## src/hdl/spq_pkg.sv

```systemverilog
`timescale 1ns / 1ps

package spq_pkg;

   localparam int DEPTH = 16;
   localparam int CNT_W = $clog2(DEPTH + 1);
   localparam int IDX_W = $clog2(DEPTH);
   localparam int VAL_W = 32;
   localparam int OCC_W = 5;
   localparam int STATUS_W = 2;

   localparam logic OP_INSERT = 1'b0;
   localparam logic OP_REMOVE = 1'b1;

   localparam logic [STATUS_W-1:0] STATUS_DONE  = 2'd0;
   localparam logic [STATUS_W-1:0] STATUS_FULL  = 2'd1;
   localparam logic [STATUS_W-1:0] STATUS_EMPTY = 2'd2;

   typedef struct packed {
      logic                    operation;
      logic signed [VAL_W-1:0] value;
   } req_type;

   typedef struct packed {
      logic signed [VAL_W-1:0] removed_value;
      logic [STATUS_W-1:0]     status;
      logic [OCC_W-1:0]        occupancy;
   } rsp_type;

   typedef struct packed {
      logic             en;
      logic [IDX_W-1:0] addr;
      logic [VAL_W-1:0] data;
   } spq_wr_type;

endpackage

```

## src/hdl/spq_store.sv

```systemverilog
`timescale 1ns / 1ps

module spq_store
   import spq_pkg::*;
(
   input  logic             clock,
   input  spq_wr_type       wr,
   input  logic [IDX_W-1:0] rd_addr,
   output logic [VAL_W-1:0] rd_data
);

   logic [VAL_W-1:0] mem_ff [DEPTH];
   logic [VAL_W-1:0] rd_data_ff;

   always_ff @(posedge clock) begin
      if (wr.en) begin
         mem_ff[wr.addr] <= wr.data;
      end
      rd_data_ff <= mem_ff[rd_addr];
   end

   assign rd_data = rd_data_ff;

endmodule

```

## src/hdl/sorted_priority_queue_core.sv

```systemverilog
`timescale 1ns / 1ps

// Sorted priority queue of signed 32-bit values, 16 entries, kept in ascending
// order in a single-port-read, single-port-write RAM; equal values leave in
// arrival order. A request is taken when start is high and busy is low. An
// insert keeps busy high while it moves the larger stored entries up one slot
// and writes the new value; a remove keeps busy high while it reads the head
// and shifts the rest down. Both walk the RAM one entry per cycle through its
// registered read port, and inserts use a single signed comparator. A rejected
// request (insert when full, remove when empty) does not raise busy. Every
// request gives exactly one response, shown on rsp_data for one cycle with
// rsp_strobe high, in the cycle after the work ends; the receiver cannot stall
// it and must take it in that cycle. A new request may be issued in the same
// cycle that a response is shown.
module sorted_priority_queue_core
   import spq_pkg::*;
(
   input  logic    clock,
   input  logic    reset,
   input  logic    start,
   output logic    busy,
   input  req_type req_data,
   output logic    rsp_strobe,
   output rsp_type rsp_data
);

   typedef enum logic [2:0] {
      IDLE,
      INS_FETCH,
      INS_CMP,
      INS_PUT,
      REM_HEAD,
      REM_CAP,
      REM_SHIFT
   } state_type;

   state_type               state_ff, state_in;
   logic [CNT_W-1:0]        count_ff, count_in;
   logic [IDX_W-1:0]        pos_ff, pos_in;
   logic [CNT_W-1:0]        idx_ff, idx_in;
   logic signed [VAL_W-1:0] value_ff, value_in;
   logic signed [VAL_W-1:0] removed_ff, removed_in;
   logic                    rsp_strobe_ff, rsp_strobe_in;
   rsp_type                 rsp_ff, rsp_in;

   spq_wr_type       wr;
   logic [IDX_W-1:0] rd_addr;
   logic [VAL_W-1:0] rd_data;
   logic             ins_done;
   logic             rem_done;
   logic             finish;

   spq_store u_store (
      .clock   (clock),
      .wr      (wr),
      .rd_addr (rd_addr),
      .rd_data (rd_data)
   );

   always_comb begin
      state_in      = state_ff;
      count_in      = count_ff;
      pos_in        = pos_ff;
      idx_in        = idx_ff;
      value_in      = value_ff;
      removed_in    = removed_ff;
      rsp_strobe_in = 1'b0;
      rsp_in        = rsp_ff;
      wr            = '{en: 1'b0, addr: '0, data: '0};
      rd_addr       = '0;
      ins_done      = 1'b0;
      rem_done      = 1'b0;

      unique case (state_ff)
         IDLE: begin
            if (start) begin
               value_in = req_data.value;
               if (req_data.operation == OP_INSERT) begin
                  if (count_ff == CNT_W'(DEPTH)) begin
                     rsp_strobe_in = 1'b1;
                     rsp_in = '{removed_value: '0, status: STATUS_FULL,
                                occupancy: OCC_W'(count_ff)};
                  end else begin
                     pos_in   = IDX_W'(count_ff);
                     state_in = (count_ff == '0) ? INS_PUT : INS_FETCH;
                  end
               end else begin
                  if (count_ff == '0) begin
                     rsp_strobe_in = 1'b1;
                     rsp_in = '{removed_value: '0, status: STATUS_EMPTY,
                                occupancy: OCC_W'(count_ff)};
                  end else begin
                     idx_in   = CNT_W'(1);
                     state_in = REM_HEAD;
                  end
               end
            end
         end
         INS_FETCH: begin
            rd_addr  = pos_ff - IDX_W'(1);
            state_in = INS_CMP;
         end
         INS_CMP: begin
            if ($signed(rd_data) > value_ff) begin
               // move the larger entry up one slot and look one further down
               wr     = '{en: 1'b1, addr: pos_ff, data: rd_data};
               pos_in = pos_ff - IDX_W'(1);
               if (pos_ff == IDX_W'(1)) begin
                  state_in = INS_PUT;
               end else begin
                  rd_addr = pos_ff - IDX_W'(2);
               end
            end else begin
               wr       = '{en: 1'b1, addr: pos_ff, data: value_ff};
               ins_done = 1'b1;
            end
         end
         INS_PUT: begin
            wr       = '{en: 1'b1, addr: pos_ff, data: value_ff};
            ins_done = 1'b1;
         end
         REM_HEAD: begin
            rd_addr  = '0;
            state_in = REM_CAP;
         end
         REM_CAP: begin
            removed_in = rd_data;
            if (count_ff == CNT_W'(1)) begin
               rem_done = 1'b1;
            end else begin
               rd_addr  = idx_ff[IDX_W-1:0];
               state_in = REM_SHIFT;
            end
         end
         REM_SHIFT: begin
            wr = '{en: 1'b1, addr: IDX_W'(idx_ff - CNT_W'(1)), data: rd_data};
            if ((idx_ff + CNT_W'(1)) < count_ff) begin
               rd_addr = IDX_W'(idx_ff + CNT_W'(1));
               idx_in  = idx_ff + CNT_W'(1);
            end else begin
               rem_done = 1'b1;
            end
         end
         default: begin
            state_in = IDLE;
         end
      endcase

      if (ins_done) begin
         count_in      = count_ff + CNT_W'(1);
         rsp_strobe_in = 1'b1;
         rsp_in = '{removed_value: '0, status: STATUS_DONE,
                    occupancy: OCC_W'(count_ff + CNT_W'(1))};
         state_in      = IDLE;
      end
      if (rem_done) begin
         count_in      = count_ff - CNT_W'(1);
         rsp_strobe_in = 1'b1;
         rsp_in = '{removed_value: removed_in, status: STATUS_DONE,
                    occupancy: OCC_W'(count_ff - CNT_W'(1))};
         state_in      = IDLE;
      end
   end

   assign finish = ins_done || rem_done;

   always_ff @(posedge clock) begin
      if (reset) begin
         state_ff      <= IDLE;
         count_ff      <= '0;
         rsp_strobe_ff <= 1'b0;
      end else begin
         state_ff      <= state_in;
         count_ff      <= count_in;
         rsp_strobe_ff <= rsp_strobe_in;
      end
      pos_ff     <= pos_in;
      idx_ff     <= idx_in;
      value_ff   <= value_in;
      removed_ff <= removed_in;
      rsp_ff     <= rsp_in;
   end

   assign busy       = (state_ff != IDLE);
   assign rsp_strobe = rsp_strobe_ff;
   assign rsp_data   = rsp_ff;

   a_rsp_only_when_idle: assert property (@(posedge clock) disable iff (reset)
      rsp_strobe_ff |-> !busy)
      else $error("response shown while busy");

   a_count_in_range: assert property (@(posedge clock) disable iff (reset)
      count_ff <= CNT_W'(DEPTH))
      else $error("stored count above depth");

   a_full_reject: assert property (@(posedge clock) disable iff (reset)
      (start && !busy && req_data.operation == OP_INSERT && count_ff == CNT_W'(DEPTH))
      |=> (rsp_strobe_ff && rsp_ff.status == STATUS_FULL))
      else $error("insert into full queue not rejected");

   a_empty_reject: assert property (@(posedge clock) disable iff (reset)
      (start && !busy && req_data.operation == OP_REMOVE && count_ff == '0)
      |=> (rsp_strobe_ff && rsp_ff.status == STATUS_EMPTY))
      else $error("remove from empty queue not rejected");

   a_count_holds: assert property (@(posedge clock) disable iff (reset)
      !finish |=> $stable(count_ff))
      else $error("stored count changed outside completion");

   a_occupancy_match: assert property (@(posedge clock) disable iff (reset)
      rsp_strobe_ff |-> (rsp_ff.occupancy == OCC_W'(count_ff)))
      else $error("response occupancy differs from stored count");

endmodule
```

## config.mk

```make
export PLATFORM = sky130hd
export DESIGN_NAME = sorted_priority_queue_core
export DESIGN_NICKNAME = d
export VERILOG_FILES = /design/src/hdl/spq_pkg.sv /design/src/hdl/spq_store.sv /design/src/hdl/sorted_priority_queue_core.sv
export SDC_FILE = /design/constraint.sdc
export NUM_CORES = 1
export LEC_CHECK = 0
export ABC_AREA = 1
export BUFFER_PORTS_ARGS = -buffer_cell sky130_fd_sc_hd__clkbuf_2
export CORE_MARGIN = 5
export CORE_UTILIZATION = 31
export CTS_CLUSTER_DIAMETER = 30
export DETAILED_ROUTE_END_ITERATION = 16
export PLACE_DENSITY = 0.57
export SLEW_MARGIN = 20
export SYNTH_ARGS = -nofsm -noshare
export SYNTH_HDL_FRONTEND = slang
export SYNTH_SLANG_ARGS = --single-unit
```

## constraint.sdc

```tcl
create_clock -name clock -period 13 [get_ports clock]
set_clock_uncertainty 0.15 [all_clocks]
set_input_delay 1.95 -clock clock [delete_from_list [all_inputs] [get_ports clock]]
set_output_delay 1.95 -clock clock [all_outputs]
set_load 0.02 [all_outputs]
```

Word-level counts from Yosys, hierarchy flattened

Memory sizes are Yosys's and may differ from the RTL's. A register that Yosys moved wholly into a read port is not among the register bits.
Cells that the tools add are included.

Output and inout port bits: 41
Register bits: 121
RAM bits: 512
Memories kept: 1
Logic and storage cells: 111
Bits of input ports: 36

Memories:

| name           | depth | bits a word | read ports | clocked after Yosys merged registers in | wr ports | line            | RTL |
|---|---|---|---|---|---|---|---|
| u_store.mem_ff | 16    | 32          | 1          | 1                                       | 1        | spq_store.sv:12 | `logic [VAL_W-1:0] mem_ff [DEPTH];` |

Multiplexer cells: 50
Reduce and logical (&&, ||, !) cells: 19
Bitwise logic cells: 1
$add $sub $neg: 6
Eq/ne operators: 22
Magnitude comparators: 2

Operator list:

| kind                  | count |
|---|---|
| $mux W39              | 7 |
| $pmux W37 S3          | 1 |
| $mux W32              | 2 |
| $gt A32 B32 Y1        | 1 |
| $mux W4               | 8 |
| $mux W5               | 6 |
| $mux W3               | 7 |
| $ne A2 B2 Y1 const B  | 9 |
| $pmux W3 S6           | 1 |
| $pmux W4 S4           | 1 |
| $mux W1               | 12 |
| $add A5 B1 Y5 const B | 2 |
| $pmux W5 S2           | 1 |
| $reduce_and A5 Y1     | 2 |
| $eq A3 B3 Y1 const B  | 3 |
| $reduce_bool A3 Y1    | 3 |
| $pmux W4 S2           | 1 |
| $reduce_and A4 Y1     | 2 |
| $reduce_bool A2 Y1    | 4 |
| $sub A4 B1 Y4 const B | 2 |
| $reduce_and A7 Y1     | 1 |
| $eq A3 B2 Y1 const B  | 2 |
| $ne A3 B3 Y1 const B  | 2 |
| $eq A5 B1 Y1 const B  | 1 |
| other kinds (17)      | 19 |

Depth between registers and ports, before layout

Word-level depth: 7
Mapped depth: 24

Hierarchy

Synthesis repeated with hierarchy kept, for this count alone.

Cells, all modules: 2923
Area total of the unflattened synthesis: 29495.8 µm²

By module, submodules not included:

| module                     | area each (µm²) | times used | seq. area each (µm²) | cells an instance |
|---|---|---|---|---|
| spq_store                  | 22730.6         | 1          | 16015.4              | 2120 |
| sorted_priority_queue_core | 6765.2          | 1          | 3203.1               | 803 |

Least setup slack after synthesis

No wires, ideal clock.

Path type: flip-flop to flip-flop
From: reg idx_ff[0]
To: mem u_store.mem_ff[0][0], enable pin
Setup time: 470 ps
Required time: 12380 ps
Clock period less this slack: 4279 ps
Buffers on the path: 0
Cell stages (with the launch flop): 8
Path slack: 8721 ps
Data arrival time: 3659 ps
Cells stage by stage: edfxtp_1 > inv_1 > ha_1 > nand2_1 > nor3b_1 > a21oi_1 > nand2_1 > a211oi_1

Longest elaborated chain between the ends: 2

RTL lines:

| element                | line                              | RTL |
|---|---|---|
| from (decl)            | sorted_priority_queue_core.sv:40  | `logic [CNT_W-1:0] idx_ff, idx_in;` |
| from (signal assigned) | sorted_priority_queue_core.sv:178 | `idx_ff <= idx_in;` |
| $sub A4 B1 Y4          | sorted_priority_queue_core.sv:136 | `wr = '{en: 1'b1, addr: IDX_W'(idx_ff - CNT_W'(1)), data: rd_data};` |
| $pmux W37 S3           | sorted_priority_queue_core.sv:74  | `unique case (state_ff)` |
| to (decl)              | spq_store.sv:12                   |  |

Every way passes these cells.

Worst setup path after layout

From: reg value_ff[31]
To: reg u_store.rd_data_ff[24] (netlist: u_store.rd_data[24]) (read register of u_store.mem_ff)

Longest elaborated chain between the ends: 3

RTL lines:

| element                | line                              | RTL |
|---|---|---|
| from (decl)            | sorted_priority_queue_core.sv:41  | `logic signed [VAL_W-1:0] value_ff, value_in;` |
| from (signal assigned) | sorted_priority_queue_core.sv:179 | `value_ff <= value_in;` |
| $gt A32 B32 Y1         | sorted_priority_queue_core.sv:104 | `if ($signed(rd_data) > value_ff) begin` |
| $mux W4                | sorted_priority_queue_core.sv:104 |  |
| $pmux W4 S4            | sorted_priority_queue_core.sv:74  |  |
| to (decl)              | spq_store.sv:13                   | `logic [VAL_W-1:0] rd_data_ff;` |

Every way passes these cells.
A chain may end at the register's enable or synchronous reset.

==> results.cfg <==
[detailed_routing]
drtAntennaViolNets = 0
via_per_inst = 4.78
drc = 0
wl_per_cell_um = 19.0
vias = 20698
dr.pass1.iters = 8
dr.first_iter.drc_count = 1861
routed_wirelength_um = 82100

[cells_and_area]
finalInstanceArea_sq_um = 35900
syn_to_final_growth_pct = 20.8
n_antenna_cell = 0
drive_gt1_frac = 0.140
nets = 3039

[clocking]
cts_buffers = 118
clockBufferDepth = 3
holdBufCountCts = 0
clkTransAtPathRegs_ns = 0.05
htreeDepth = 3
clock-sinks = 665
clk_latency_ns = 0.68
clockRootBuffer = clkbuf_16
cts_setup_buffers = 0
ctsResizeCount = 0
cts_tree = done

[pwr]
p_per_area_nw_per_um2 = 237
ir_worst_vdd_mv = 0.147
power_leakage_nw = 14.8

[placement]
port_buffers = 76
place_area_sq_um = 31500
dpl.hpwl_um = 41300
place.gp.congestion = 0.778

[sta]
hold_viol = 0
final-setup-viol-count = 0
slew_headroom = 0.231
worst_pin_slew_ns = 1.15
period_needed_ns = 5.12
max_freq_mhz = 195
fin_setup_tns_ns = 0
rsz0062_at_grt = no
period_share = 0.394
slew_viol_final = 0

[logic_synthesis]
synth_top_cell_by_area = edfxtp_1
synth_commonest_cells = 594 x nand3_1, 590 x edfxtp_1, 477 x nand2_1
yosysTopAreaCellShare = 0.596
synth_area_leaders = edfxtp_1 60%, nand3_1 10%, nand2_1 6.0%, inv_1 5.9%, dfxtp_1 5.1%
synthArstFlopShare = 0
synth-main-ff-cell = edfxtp_1
syn_area_sq_um = 29700
yosysSeqAreaShare = 0.647
ys_ff_latch = 665
syn_inst = 2855
syn-mean-instance-area_sq_um = 10.4
synth_cell_types = 42
synth_most_common_cell = nand3_1
syn_nets = 2937
synth_edf_count = 590
yosys_warnings = 0

[setup_path]
crit_arrival_ns = 5.51
cp-startpoint = value_ff[31]
reg2reg_depth = 16
r2r_slack_ns = 7.88
criticalPathCategory = reg2reg
required_ns = 13.39
cp-endpoint = u_store.rd_data[24]
r2r-end = u_store.rd_data[24]
reg2reg_from = value_ff[31]
worst-path-max-fanout = 64
worstSetupEndpointType = flop
startpoint_type = flop

[floorplanning]
core_sq_um = 95000
num_rows = 113
die_height_um = 320
initial_core_util = 0.313
die_width_um = 320
die_area_sq_um = 102000
io_pins = 77

[outcome]
status = finished clean

[grt]
grt-ovfl-total = 0
grt_pass1_vias = 19811
grt_pass1_wl_um = 123000
grt_antenna_before_repair = 2
grt_use_total = 0.155
grt_start_max_net_pins = 188

[worst_hold_path]
hold_path_class = reg2reg

[job]
cap_violations = 0
worst max-delay path, stage by stage (launching register included):
cell,delay [ns]
edfxtp_1,0.32
inv_1,0.07
ha_1,0.40
nand2_1,0.11
nor2_1,0.15
nand2_1,0.09
nor2_1,0.26
nand4_1,0.30
nand3_4,0.65
inv_2,0.14
nand2_1,0.11
nand2_2,0.49
inv_2,0.66
buf_4,0.67
nand3_1,0.14
nand3_1,0.11
nand2_1,0.09
layer usage:
layer	wire length [um]	global-route usage
met4	2220	0.0542
met2	40100	0.269
met5	0	0
met3	5020	0.0219
met1	34700	0.200
how the worst min path moves through the flow:
stage,start,endpoint,cells after the start
5_1_grt,rsp_data[6],rsp_data[6],2
2_1_floorplan,state_ff[0],state_ff[0],2
4_1_cts,rsp_data[6],rsp_data[6],2
3_5_place_dp,rsp_data[6],rsp_data[6],2
6_report,rsp_data[6],rsp_data[6],2
3_3_place_gp,rsp_data[6],rsp_data[6],2
cell type report:
class | instances | area (sq um)
Inverter | 477 | 1790
Tap cell | 1265 | 1580
Clock buffer | 138 | 3160
Clock inverter | 87 | 1110
Sequential cell | 665 | 19200
Fill cell | 9261 | 59100
Multi-Input combinational cell | 1554 | 8130
Timing Repair Buffer | 141 | 891
registers in the layout, summed over array words and instances, names as in the netlist:
signal	count
removed_ff	32
idx_ff	5
rsp_data	39
u_store.rd_data	32
pos_ff	4
state_ff	3
u_store.mem_ff	512
rsp_strobe	1
value_ff	32
count_ff	5
power by group:
group | switching [W] | internal [W]
logic | 0.00154 | 0.000684
registers | 0.000186 | 0.00284
clock network | 0.00112 | 0.00212
per-stage QoR:
step | std cells | total power (W) | utilization | hold slack, ns | setup WS, ns
global route | 4327 | 0.00893 | 0.378 | 0.364 | 7.57
floorplan | 2855 | 0.00456 | - | 0.307 | 8.72
CTS | 4314 | 0.00853 | 0.377 | 0.350 | 7.87
global placement | 4077 | 0.00523 | 0.331 | 0.329 | 8.00
finish | 4327 | 0.00849 | 0.378 | 0.333 | 7.88
detailed placement | 4089 | 0.00527 | 0.332 | 0.342 | 7.91
layout by cell type, fill, tap and decap left out, drive strengths merged, types with 55 or more instances in the layout:
master and n:
nand2 480, nand3b 96, edfxtp 590, dfxtp 75, nand3 596, o21ai 78
clkbuf 224, nor2 92, inv 491, buf 55, a21oi 60
logic make-up after synthesis:
logic type / share of synthesized area
AND/OR/NAND/NOR: 0.209
flip-flops: 0.647
adder cells (fa/ha/maj): 0.0194
AO/OA/AOI/OAI: 0.0356
buffers and inverters: 0.0862
XOR/XNOR: 0.00324
(Power assumes the default switching activity.)
